==> src/rtl/yuvrgb_pkg.sv <==
// ---------------------------------------------------------------------------
// yuvrgb_pkg: shared types, constants and helpers
// Register indexes, coefficient defaults, lane and chroma result types, and
// the per-channel clamp and pixel packing used by the lanes and the merge.
// ---------------------------------------------------------------------------
`default_nettype none

package yuvrgb_pkg;

    // Field and port widths
    localparam int unsigned SampleW = 8;
    localparam int unsigned CoefW   = 16;
    localparam int unsigned PixelW  = 32;
    localparam int unsigned CfgIdxW = 3;
    localparam int unsigned TermW   = 12;   // floor(a*c/65536) of one term

    // Configuration register indexes
    localparam logic [CfgIdxW-1:0] REG_OUTPUT_FORMAT = 3'd0;
    localparam logic [CfgIdxW-1:0] REG_LUMA_GAIN     = 3'd1;
    localparam logic [CfgIdxW-1:0] REG_U_TO_BLUE     = 3'd2;
    localparam logic [CfgIdxW-1:0] REG_U_TO_GREEN    = 3'd3;
    localparam logic [CfgIdxW-1:0] REG_V_TO_RED      = 3'd4;
    localparam logic [CfgIdxW-1:0] REG_V_TO_GREEN    = 3'd5;

    // Output format codes
    localparam logic FMT_RGB565 = 1'b0;
    localparam logic FMT_XRGB32 = 1'b1;

    // Reset values of the coefficients (signed Q13)
    localparam logic signed [CoefW-1:0] DEF_LUMA_GAIN  = 16'sd9535;
    localparam logic signed [CoefW-1:0] DEF_U_TO_BLUE  = 16'sd16531;
    localparam logic signed [CoefW-1:0] DEF_U_TO_GREEN = -16'sd3203;
    localparam logic signed [CoefW-1:0] DEF_V_TO_RED   = 16'sd13074;
    localparam logic signed [CoefW-1:0] DEF_V_TO_GREEN = -16'sd6660;

    // Luma black level
    localparam logic [SampleW-1:0] LUMA_OFFSET = 8'd16;

    // Chroma contributions shared by both lanes
    typedef struct packed {
        logic signed [TermW-1:0] cb;
        logic signed [TermW-1:0] cg;
        logic signed [TermW-1:0] cr;
    } t_chroma;

    // One converted pixel
    typedef struct packed {
        logic [SampleW-1:0] r;
        logic [SampleW-1:0] g;
        logic [SampleW-1:0] b;
    } t_rgb;

    // Add chroma term and luma term, clamp to 0..255. Both terms stay within
    // 12 bits, so their 13-bit sum can never overflow.
    function automatic logic [SampleW-1:0] clamp_chan(
        input logic signed [TermW-1:0] c,
        input logic signed [TermW-1:0] l
    );
        logic signed [TermW:0] s;
        s = $signed({c[TermW-1], c}) + $signed({l[TermW-1], l});
        if (s < 0) begin
            clamp_chan = '0;
        end else if (s > $signed({1'b0, {(TermW-SampleW){1'b0}}, {SampleW{1'b1}}})) begin
            clamp_chan = {SampleW{1'b1}};
        end else begin
            clamp_chan = s[SampleW-1:0];
        end
    endfunction

    // Pack one pixel as RGB565 in the low half or as 0x00RRGGBB
    function automatic logic [PixelW-1:0] pack_pixel(input t_rgb p, input logic fmt);
        if (fmt == FMT_XRGB32) begin
            pack_pixel = {8'h00, p.r, p.g, p.b};
        end else begin
            pack_pixel = {16'h0000, p.r[7:3], p.g[7:2], p.b[7:3]};
        end
    endfunction

endpackage

`default_nettype wire

==> src/rtl/yuvrgb_chroma.sv <==
// ---------------------------------------------------------------------------
// yuvrgb_chroma: shared chroma unit
// Centers U and V, scales them by 8, multiplies by the four chroma
// coefficients and keeps the floor of the high half of each product.
// Two register stages: products, then terms.
// ---------------------------------------------------------------------------
`default_nettype none

module yuvrgb_chroma (
    input  wire logic                                   i_clk,
    input  wire logic                                   i_en_mul,
    input  wire logic                                   i_en_sum,
    input  wire logic [yuvrgb_pkg::SampleW-1:0]         i_u,
    input  wire logic [yuvrgb_pkg::SampleW-1:0]         i_v,
    input  wire logic signed [yuvrgb_pkg::CoefW-1:0]    i_u_to_blue,
    input  wire logic signed [yuvrgb_pkg::CoefW-1:0]    i_u_to_green,
    input  wire logic signed [yuvrgb_pkg::CoefW-1:0]    i_v_to_red,
    input  wire logic signed [yuvrgb_pkg::CoefW-1:0]    i_v_to_green,
    output yuvrgb_pkg::t_chroma                         o_chroma
);
    import yuvrgb_pkg::*;

    localparam int unsigned CW = SampleW + 3;     // centered sample times 8
    localparam int unsigned PW = CW + CoefW;      // product width

    logic signed [CW-1:0] cu;
    logic signed [CW-1:0] cv;
    logic signed [PW-1:0] r_pb, r_pug, r_pvg, r_pr;
    logic signed [PW-1:0] n_pb, n_pug, n_pvg, n_pr;
    t_chroma              r_chroma;
    t_chroma              n_chroma;

    // Center on 128 by flipping the top bit, then scale by 8
    assign cu = $signed({~i_u[SampleW-1], i_u[SampleW-2:0], 3'b000});
    assign cv = $signed({~i_v[SampleW-1], i_v[SampleW-2:0], 3'b000});

    assign n_pb  = cu * i_u_to_blue;
    assign n_pug = cu * i_u_to_green;
    assign n_pvg = cv * i_v_to_green;
    assign n_pr  = cv * i_v_to_red;

    // Keep the floor of each product over 65536 and sum the green pair
    always_comb begin
        n_chroma.cb = $signed({r_pb[PW-1], r_pb[PW-1:16]});
        n_chroma.cr = $signed({r_pr[PW-1], r_pr[PW-1:16]});
        n_chroma.cg = $signed({r_pug[PW-1], r_pug[PW-1:16]})
                    + $signed({r_pvg[PW-1], r_pvg[PW-1:16]});
    end

    // Advance the product stage
    always_ff @(posedge i_clk) begin
        if (i_en_mul) begin
            r_pb  <= n_pb;
            r_pug <= n_pug;
            r_pvg <= n_pvg;
            r_pr  <= n_pr;
        end
    end

    // Advance the term stage
    always_ff @(posedge i_clk) begin
        if (i_en_sum) begin
            r_chroma <= n_chroma;
        end
    end

    assign o_chroma = r_chroma;

endmodule

`default_nettype wire

==> src/rtl/yuvrgb_lane.sv <==
// ---------------------------------------------------------------------------
// yuvrgb_lane: one luma lane
// Removes the black level, scales by 8, applies the luma gain and keeps the
// floor of the high half. The registered luma term is then added to the
// shared chroma terms and clamped per channel.
// ---------------------------------------------------------------------------
`default_nettype none

module yuvrgb_lane (
    input  wire logic                                   i_clk,
    input  wire logic                                   i_en_mul,
    input  wire logic                                   i_en_sum,
    input  wire logic [yuvrgb_pkg::SampleW-1:0]         i_y,
    input  wire logic signed [yuvrgb_pkg::CoefW-1:0]    i_luma_gain,
    input  wire yuvrgb_pkg::t_chroma                    i_chroma,
    output yuvrgb_pkg::t_rgb                            o_rgb
);
    import yuvrgb_pkg::*;

    localparam int unsigned LW = SampleW + 4;     // offset luma times 8, plus sign
    localparam int unsigned PW = LW + CoefW;

    logic [SampleW-1:0]      yo;
    logic signed [LW-1:0]    ys;
    logic signed [PW-1:0]    r_prod;
    logic signed [PW-1:0]    n_prod;
    logic signed [TermW-1:0] r_lum;

    // Subtract the black level with a floor at zero
    assign yo = (i_y > LUMA_OFFSET) ? (i_y - LUMA_OFFSET) : '0;
    assign ys = $signed({1'b0, yo, 3'b000});

    assign n_prod = ys * i_luma_gain;

    // Advance the product stage
    always_ff @(posedge i_clk) begin
        if (i_en_mul) begin
            r_prod <= n_prod;
        end
    end

    // Keep the floor of the product over 65536
    always_ff @(posedge i_clk) begin
        if (i_en_sum) begin
            r_lum <= r_prod[PW-1:16];
        end
    end

    // Combine with the chroma terms
    always_comb begin
        o_rgb.r = clamp_chan(i_chroma.cr, r_lum);
        o_rgb.g = clamp_chan(i_chroma.cg, r_lum);
        o_rgb.b = clamp_chan(i_chroma.cb, r_lum);
    end

endmodule

`default_nettype wire

==> src/rtl/yuv_to_rgb_pixel_pair_top.sv <==
// ---------------------------------------------------------------------------
// yuv_to_rgb_pixel_pair_top: YCbCr 4:2:2 pixel pair to RGB converter
// Input stream s_axis carries two luma samples with their shared U and V;
// output stream m_axis carries the two packed pixels. One transfer in
// gives one transfer out.
// Structure: a shared chroma unit and two luma lanes run side by side,
// each with a product stage and a term stage; the merge stage clamps,
// packs and holds the result in the output register.
// Path: an input transfer passes the product, term and output registers.
// Throughput: one pixel pair per cycle while m_axis is not stalled, set
// by the combinational multipliers in each lane and in the chroma unit.
// Stalls: every stage keeps its own valid bit and loads when it is empty
// or when the stage after it moves, so input is still taken while a
// result waits, until all three stages are full.
// Configuration: writes on i_cfg_* take effect at once; write only while
// the pipeline is empty. Reset (synchronous, active low) empties the
// pipeline and loads the BT.601 coefficients and RGB565 format.
// ---------------------------------------------------------------------------
`default_nettype none

module yuv_to_rgb_pixel_pair_top (
    input  wire logic                                   i_clk,
    input  wire logic                                   i_rst_n,
    // input pixel pair
    input  wire logic                                   s_axis_tvalid,
    output      logic                                   s_axis_tready,
    // [7:0] y_even, [15:8] y_odd, [23:16] u_sample, [31:24] v_sample
    input  wire logic [4*yuvrgb_pkg::SampleW-1:0]       s_axis_tdata,
    // output pixel pair
    output      logic                                   m_axis_tvalid,
    input  wire logic                                   m_axis_tready,
    // [31:0] pixel_first, [63:32] pixel_second
    output      logic [2*yuvrgb_pkg::PixelW-1:0]        m_axis_tdata,
    // configuration write port
    input  wire logic                                   i_cfg_we,
    input  wire logic [yuvrgb_pkg::CfgIdxW-1:0]         i_cfg_index,
    input  wire logic [yuvrgb_pkg::CoefW-1:0]           i_cfg_data
);
    import yuvrgb_pkg::*;

    // Configuration registers
    logic                    r_fmt;
    logic signed [CoefW-1:0] r_luma_gain;
    logic signed [CoefW-1:0] r_u_to_blue;
    logic signed [CoefW-1:0] r_u_to_green;
    logic signed [CoefW-1:0] r_v_to_red;
    logic signed [CoefW-1:0] r_v_to_green;

    // Pipeline control
    logic r_v1, r_v2, r_vo;
    logic en1, en2, en3;

    t_chroma                   chroma;
    t_rgb                      rgb_even;
    t_rgb                      rgb_odd;
    logic [2*PixelW-1:0]       r_out;

    // Write configuration registers
    always_ff @(posedge i_clk) begin
        if (!i_rst_n) begin
            r_fmt        <= FMT_RGB565;
            r_luma_gain  <= DEF_LUMA_GAIN;
            r_u_to_blue  <= DEF_U_TO_BLUE;
            r_u_to_green <= DEF_U_TO_GREEN;
            r_v_to_red   <= DEF_V_TO_RED;
            r_v_to_green <= DEF_V_TO_GREEN;
        end else if (i_cfg_we) begin
            case (i_cfg_index)
                REG_OUTPUT_FORMAT: r_fmt        <= i_cfg_data[0];
                REG_LUMA_GAIN:     r_luma_gain  <= $signed(i_cfg_data);
                REG_U_TO_BLUE:     r_u_to_blue  <= $signed(i_cfg_data);
                REG_U_TO_GREEN:    r_u_to_green <= $signed(i_cfg_data);
                REG_V_TO_RED:      r_v_to_red   <= $signed(i_cfg_data);
                REG_V_TO_GREEN:    r_v_to_green <= $signed(i_cfg_data);
                default: ;
            endcase
        end
    end

    // Load a stage when it is empty or its contents move on
    assign en3 = !r_vo || m_axis_tready;
    assign en2 = !r_v2 || en3;
    assign en1 = !r_v1 || en2;
    assign s_axis_tready = en1;

    // Advance valid bits
    always_ff @(posedge i_clk) begin
        if (!i_rst_n) begin
            r_v1 <= 1'b0;
            r_v2 <= 1'b0;
            r_vo <= 1'b0;
        end else begin
            if (en1) r_v1 <= s_axis_tvalid;
            if (en2) r_v2 <= r_v1;
            if (en3) r_vo <= r_v2;
        end
    end

    yuvrgb_chroma u_chroma (
        .i_clk        (i_clk),
        .i_en_mul     (en1),
        .i_en_sum     (en2),
        .i_u          (s_axis_tdata[3*SampleW-1:2*SampleW]),
        .i_v          (s_axis_tdata[4*SampleW-1:3*SampleW]),
        .i_u_to_blue  (r_u_to_blue),
        .i_u_to_green (r_u_to_green),
        .i_v_to_red   (r_v_to_red),
        .i_v_to_green (r_v_to_green),
        .o_chroma     (chroma)
    );

    yuvrgb_lane u_lane_even (
        .i_clk       (i_clk),
        .i_en_mul    (en1),
        .i_en_sum    (en2),
        .i_y         (s_axis_tdata[SampleW-1:0]),
        .i_luma_gain (r_luma_gain),
        .i_chroma    (chroma),
        .o_rgb       (rgb_even)
    );

    yuvrgb_lane u_lane_odd (
        .i_clk       (i_clk),
        .i_en_mul    (en1),
        .i_en_sum    (en2),
        .i_y         (s_axis_tdata[2*SampleW-1:SampleW]),
        .i_luma_gain (r_luma_gain),
        .i_chroma    (chroma),
        .o_rgb       (rgb_odd)
    );

    // Merge: pack both pixels into the output register
    always_ff @(posedge i_clk) begin
        if (en3) begin
            r_out <= {pack_pixel(rgb_odd, r_fmt), pack_pixel(rgb_even, r_fmt)};
        end
    end

    assign m_axis_tvalid = r_vo;
    assign m_axis_tdata  = r_out;

    // Input is refused only when every stage holds a pair
    a_ready_full: assert property (@(posedge i_clk) disable iff (!i_rst_n)
        !s_axis_tready |-> (r_v1 && r_v2 && r_vo))
        else $error("input refused with an empty stage");

    // RGB565 leaves the upper half of both pixels clear
    a_rgb565_upper: assert property (@(posedge i_clk) disable iff (!i_rst_n)
        (r_vo && (r_fmt == FMT_RGB565)) |->
            (r_out[PixelW-1:16] == '0 && r_out[2*PixelW-1:PixelW+16] == '0))
        else $error("RGB565 result has upper bits set");

    // A result appears only from a filled term stage
    a_out_source: assert property (@(posedge i_clk) disable iff (!i_rst_n)
        $rose(r_vo) |-> $past(r_v2))
        else $error("output valid without a pair in the term stage");

    // A pair in the term stage stays put while the stages after it stall
    a_stage2_hold: assert property (@(posedge i_clk) disable iff (!i_rst_n)
        (r_v2 && !en2) |=> r_v2)
        else $error("term stage dropped a pair under stall");

endmodule

`default_nettype wire
==> config.mk <==
export PLATFORM = sky130hd
export DESIGN_NAME = yuv_to_rgb_pixel_pair_top
export DESIGN_NICKNAME = d
export VERILOG_FILES = /design/src/rtl/yuvrgb_pkg.sv /design/src/rtl/yuvrgb_chroma.sv /design/src/rtl/yuvrgb_lane.sv /design/src/rtl/yuv_to_rgb_pixel_pair_top.sv
export SDC_FILE = /design/constraint.sdc
export NUM_CORES = 2
export LEC_CHECK = 0
export ABC_CLOCK_PERIOD_IN_PS = 6940
export BUFFER_PORTS_ARGS = -buffer_cell sky130_fd_sc_hd__buf_2
export CAP_MARGIN = 0
export CORE_ASPECT_RATIO = 1.4
export CORE_MARGIN = 3
export CORE_UTILIZATION = 48
export CTS_CLUSTER_SIZE = 25
export DETAILED_ROUTE_END_ITERATION = 10
export GPL_TIMING_DRIVEN = 0
export PLACE_DENSITY = 0.63
export SKIP_CTS_REPAIR_TIMING = 1
export SYNTH_ARGS = -nofsm -noshare
export SYNTH_HDL_FRONTEND = slang
export SYNTH_SLANG_ARGS = --single-unit
export TNS_END_PERCENT = 1
==> constraint.sdc <==
create_clock -name i_clk -period 6.94 [get_ports i_clk]
set_input_delay 1.388 -clock i_clk [delete_from_list [all_inputs] [get_ports i_clk]]
set_output_delay 1.388 -clock i_clk [all_outputs]
set_load 0.03 [all_outputs]
**After elaboration in Yosys (flattened, before gate mapping)**

Cells that the tools add are included.

- Flip-flop bits (word level): 352
- Output and inout port bits: 66
- Bits of input ports: 56
- Word-level logic and storage cells: 92

- Equality and inequality tests: 5
- Add/subtract/negate cells: 9
- Bitwise operators: 3
- Order comparisons: 14
- Multiplexer cells: 16
- Reduce and logical (&&, ||, !) cells: 15
- $mul: 6

Operator list:

| cell | count |
|---|---|
| $mux 8 | 14 |
| $mul 8x16->24 | 4 |
| $gt 13x9->1 const B | 6 |
| $lt 13x1->1 const B | 6 |
| $add 11x12->13 | 4 |
| $mul 9x16->25 | 2 |
| $mux 16 | 2 |
| $add 12x12->13 | 2 |
| $gt 8x5->1 const B | 2 |
| $sub 8x5->8 const B | 2 |
| $add 11x11->12 | 1 |
| $reduce_and 2->1 | 6 |
| $eq 3x2->1 const B | 2 |
| $eq 3x3->1 const B | 2 |
| $reduce_or 2->1 | 2 |
| $eq 3x1->1 const B | 1 |
| $logic_not 1->1 | 3 |
| $logic_not 3->1 | 1 |
| $logic_or 1x1->1 | 3 |
| $not 1->1 | 3 |

**Logic depth before layout (Yosys ltp)**

- Depth in word-level cells: 5
- Gate-level depth with buffers: 25
- Mapped depth without buffers: 24

**Cells and area by module**

A second synthesis with hierarchy kept.

- Cell total of the unflattened synthesis: 4,076
- Area, all modules: 39,341.5 um^2

By module, submodules not included:

| module | instances | cells an instance | area an instance (um^2) | seq. area each (um^2) |
|---|---|---|---|---|
| yuvrgb_chroma | 1 | 2,019 | 19,591.3 | 2,342.2 |
| yuvrgb_lane | 2 | 812 | 7,174.4 | 720.7 |
| yuv_to_rgb_pixel_pair_top | 1 | 433 | 5,401.4 | 3,123.0 |

**Worst setup path before layout**

No wires, ideal clock.

- Kind: input to register
- Start point: input port s_axis_tdata[4] (netlist bit)
- End point: register u_lane_even.r_prod[27] (data pin)
- Data required time: 6.680 ns
- Stages: 24
- Buffers on the path: 1
- Arrival: 6.600 ns
- Setup slack: 0.080 ns
- Library setup time: 0.260 ns
- Path through: inv_1 > ha_1 > a21oi_1 > nor3_1 > nor2b_1 > clkbuf_1 > nand2_1 > fa_1 > inv_1 > fa_1 > fa_1 > inv_1 > fa_1 > inv_1 > ha_1 > a2111oi_0 > o21ai_0 > o22ai_1 > a311oi_2 > a41oi_1 > a211oi_2 > a21o_1 > a21oi_1 > xnor2_1

- Cells in the longest elaborated chain, start to end: 3
- Elaborated cells between the ends (all ways): 4
- Classes of those cells: 1 x add/sub; 1 x mul; 1 x order compare; 1 x mux

Ends and longest elaborated chain:

| element | RTL line | text |
|---|---|---|
| start: declaration | yuv_to_rgb_pixel_pair_top.sv:28 | `input wire logic [4*yuvrgb_pkg::SampleW-1:0] s_axis_tdata,` |
| $sub 8x5->8 / $gt 8x5->1 (equally long branches) | yuvrgb_lane.sv:30 | `assign yo = (i_y > LUMA_OFFSET) ? (i_y - LUMA_OFFSET) : '0;` |
| $mux 8 * | yuvrgb_lane.sv:30 |  |
| $mul 9x16->25 * | yuvrgb_lane.sv:33 | `assign n_prod = ys * i_luma_gain;` |
| named net u_lane_even.n_prod[27] | yuvrgb_lane.sv:26 | `logic signed [PW-1:0] n_prod;` |
| end signal: assignment | yuvrgb_lane.sv:38 | `r_prod <= n_prod;` |
| end: declaration | yuvrgb_lane.sv:25 | `logic signed [PW-1:0] r_prod;` |

The timed path passes the listed nets; every way through them passes the cells marked *.
A chain may end at the register's enable or synchronous reset.

**Final worst setup path**

Same ends and word-level chain as after synthesis.

==> out/metrics.cfg <==
[outcome]
status=complete, no violations

[critical_path]
worstPathArrival_ps=7140
end_kind=flip-flop
worstSetupStartpointType=primary input
cp_max_fo=7
critical_path_class=primary input to flip-flop
required_ps=7240
ff2ff_path_depth=20

[clock_network]
insertion_delay_ps=570
cts.clk_slew.worst_paths_ps=70
cts_tree=built
cts.path.max_buffers=3
numClockSinks=258
cts_inserted_buffers=30
htreeDepth=1
cts_root_buf=clkbuf_16

[timing]
relSlewSlack_pct=32.0
fin_crit_sh_pct=98.6
skew_ps=12.4
period_minus_slack_ps=6840
finalSetupTns_ps=0
tightest_slew_ps=1010
rsz0062_at_grt=yes
setup_violations=0
fmax_mhz=146
drv_slew=0
hold_viol=0

[placed_design]
io_buffers=102
dpl.cell_count=5213
placed_cell_area_um2=39900
place.gp.congestion=0.929
place_hpwl_um=79700

[min_path]
hold_depth=0
hp-class=flip-flop to flip-flop

[grt]
grt_use_met3_pct=2.17
grt_pass1_wl_um=155000
grt-ovfl-total=0
grt_use_total_pct=23.7
grt_busiest_layer=met2
antenna_found_initial=9
grtUsageMet2_pct=41.8
grt_pass1_vias=28800
grt_max_degree=50
use_met1_pct=30.0

[synth]
synth_warnings=0
synth_enable_flop_cells=174
synthArstFlopShare_pct=0
netlist_instances=4049
ys_seq_elements=258
yosysUniqueCellTypes=78
synth_ff_type=edfxtp_1
yosysSeqAreaShare_pct=18.2
syn_avg_cell_area_um2=9.38
syn_area_um2=38000

[detailed_routing]
num_vias=27500
wirelength_um=96600
antenna_left=0
dr.pass1.iters=5
vias_per_cell=5.20
drc=0
drt_iter0_drc=1562
wire_per_inst_um=18.3

[floorplan]
die_width_um=244
die_h_um=339
coreArea_um2=78100
rows=121
start_util_pct=48.6
boundaryPins=122
die_area_um2=82600

[cells_and_area]
area_delta_synth_final_pct=9.13
drive_above_1_share_pct=7.85
utilization_pct=53.1
fin_nets=5239
fin_area_um2=41500
final_cells=5290

[pwr]
power_mw=14.0
powerDensity_nw_per_um2=337
p_leak_nw=19.7
vdd_ir_drop_max_mv=0.362

[run]
drv_cap=0

-- registers in the layout, summed over array words and instances, names as in the netlist --
name                cells
r_luma_gain            16
u_chroma.r_pr          11
r_fmt                   1
u_chroma.o_chroma      34
u_lane_even.r_lum      12
m_axis_tdata           48
r_u_to_blue            16
r_v_to_red             16
r_u_to_green           16
u_chroma.r_pb          11
r_v_to_green           16
u_lane_even.r_prod     12
u_chroma.r_pvg         11
u_lane_odd.r_lum       12
r_v1                    1
r_v2                    1
u_chroma.r_pug         11
u_lane_odd.r_prod      12
m_axis_tvalid           1
-- per-layer routing --
metal	vias up	part of all wire, %
li1	12900	-
met1	13600	40
met2	725	50
met3	208	4.9
met4	4	4.8
met5	-	0.028
-- Yosys cell counts, types with 67 or more instances --
library cell	instances	area, um^2
o21ai_0	67	335
fa_1	613	12300
xnor2_1	90	788
clkbuf_1	110	413
nor2b_1	83	519
nand2_1	479	1800
dfxtp_1	84	1680
and2_1	405	2530
a21oi_1	107	536
ha_1	351	4390
edfxtp_1	174	5230
nor2_1	129	484
inv_1	799	3000
-- cell families (layout without fill, tap and decap cells) --
family | count (synthesis) | in the layout | share of synthesized area, %
and+or+nand+nor | 1350 | 1350 | 18.0
adders and majority gates | 964 | 964 | 43.9
buffers and inverters | 926 | 1105 | 9.31
AOI/OAI and AO/OA | 410 | 410 | 7.32
DFF | 258 | 258 | 18.2
xor gates and xnor gates | 127 | 127 | 2.93
muxes | 13 | 13 | 0.352
other | 1 | 18 | 0.00987
-- layout by cell type (no fill, tap or decap), types with 66 or more instances in the layout --
cell type / instances
and2_1: 405
buf_2: 103
ha_1: 348
o21ai_0: 66
fa_1: 613
dfxtp_1: 84
nor2b_1: 77
a21oi_1: 101
edfxtp_1: 174
clkbuf_1: 104
or2_2: 66
xnor2_1: 88
nand2_1: 478
inv_1: 798
nor2_1: 125
-- worst paths after layout --
| path | startpoint | slack (ps) | end |
|---|---|---|---|
| max | s_axis_tdata[4] | 100 | u_lane_even.r_prod[27] |
| min | u_chroma.r_pb[26] | 420 | u_chroma.o_chroma[34] |
| max reg2reg | r_luma_gain[8] | 790 | u_lane_even.r_prod[27] |
| min reg2reg | u_chroma.r_pb[26] | 420 | u_chroma.o_chroma[34] |
-- metrics by stage --
stage	hold slack (ps)	setup slack [ps]
global placement	402	-1510
global route	427	-106
finish	416	99.4
detailed placement	405	-1540
CTS	418	-963
floorplan	400	79.9
-- area by class of cell --
type                            count  area [um^2]
Tap cell                         1045         1310
Buffer                            127          593
Clock buffer                       39          806
Multi-Input combinational cell   2880        27900
Clock inverter                     17          180
Sequential cell                   258         6910
Timing Repair Buffer              123          726
Antenna cell                        2         5.00
Inverter                          799         3000
Fill cell                        7301        36700
-- where the power goes --
| part | total (mW) | switching, mW | internal [mW] |
|---|---|---|---|
| sequential | 2.83 | 0.371 | 2.46 |
| combinational | 9.53 | 5.59 | 3.94 |
| clock | 1.60 | 0.672 | 0.932 |
-- critical path, cell delays in order --
cell	delay, ps
buf_2	130
inv_1	80
ha_4	200
a21oi_4	170
nor3_4	80
buf_4	170
nor2b_4	170
buf_6	160
nand2_1	80
fa_1	560
inv_1	60
fa_1	490
fa_1	560
inv_1	50
fa_1	480
inv_1	60
ha_4	270
nand4b_1	140
a2111oi_4	250
o22ai_2	130
buf_4	180
a311oi_4	310
a41oi_2	210
a211oi_2	300
a21o_1	190
a21oi_2	80
xnor2_2	160
No activity file was read; power rests on OpenSTA's default activity.
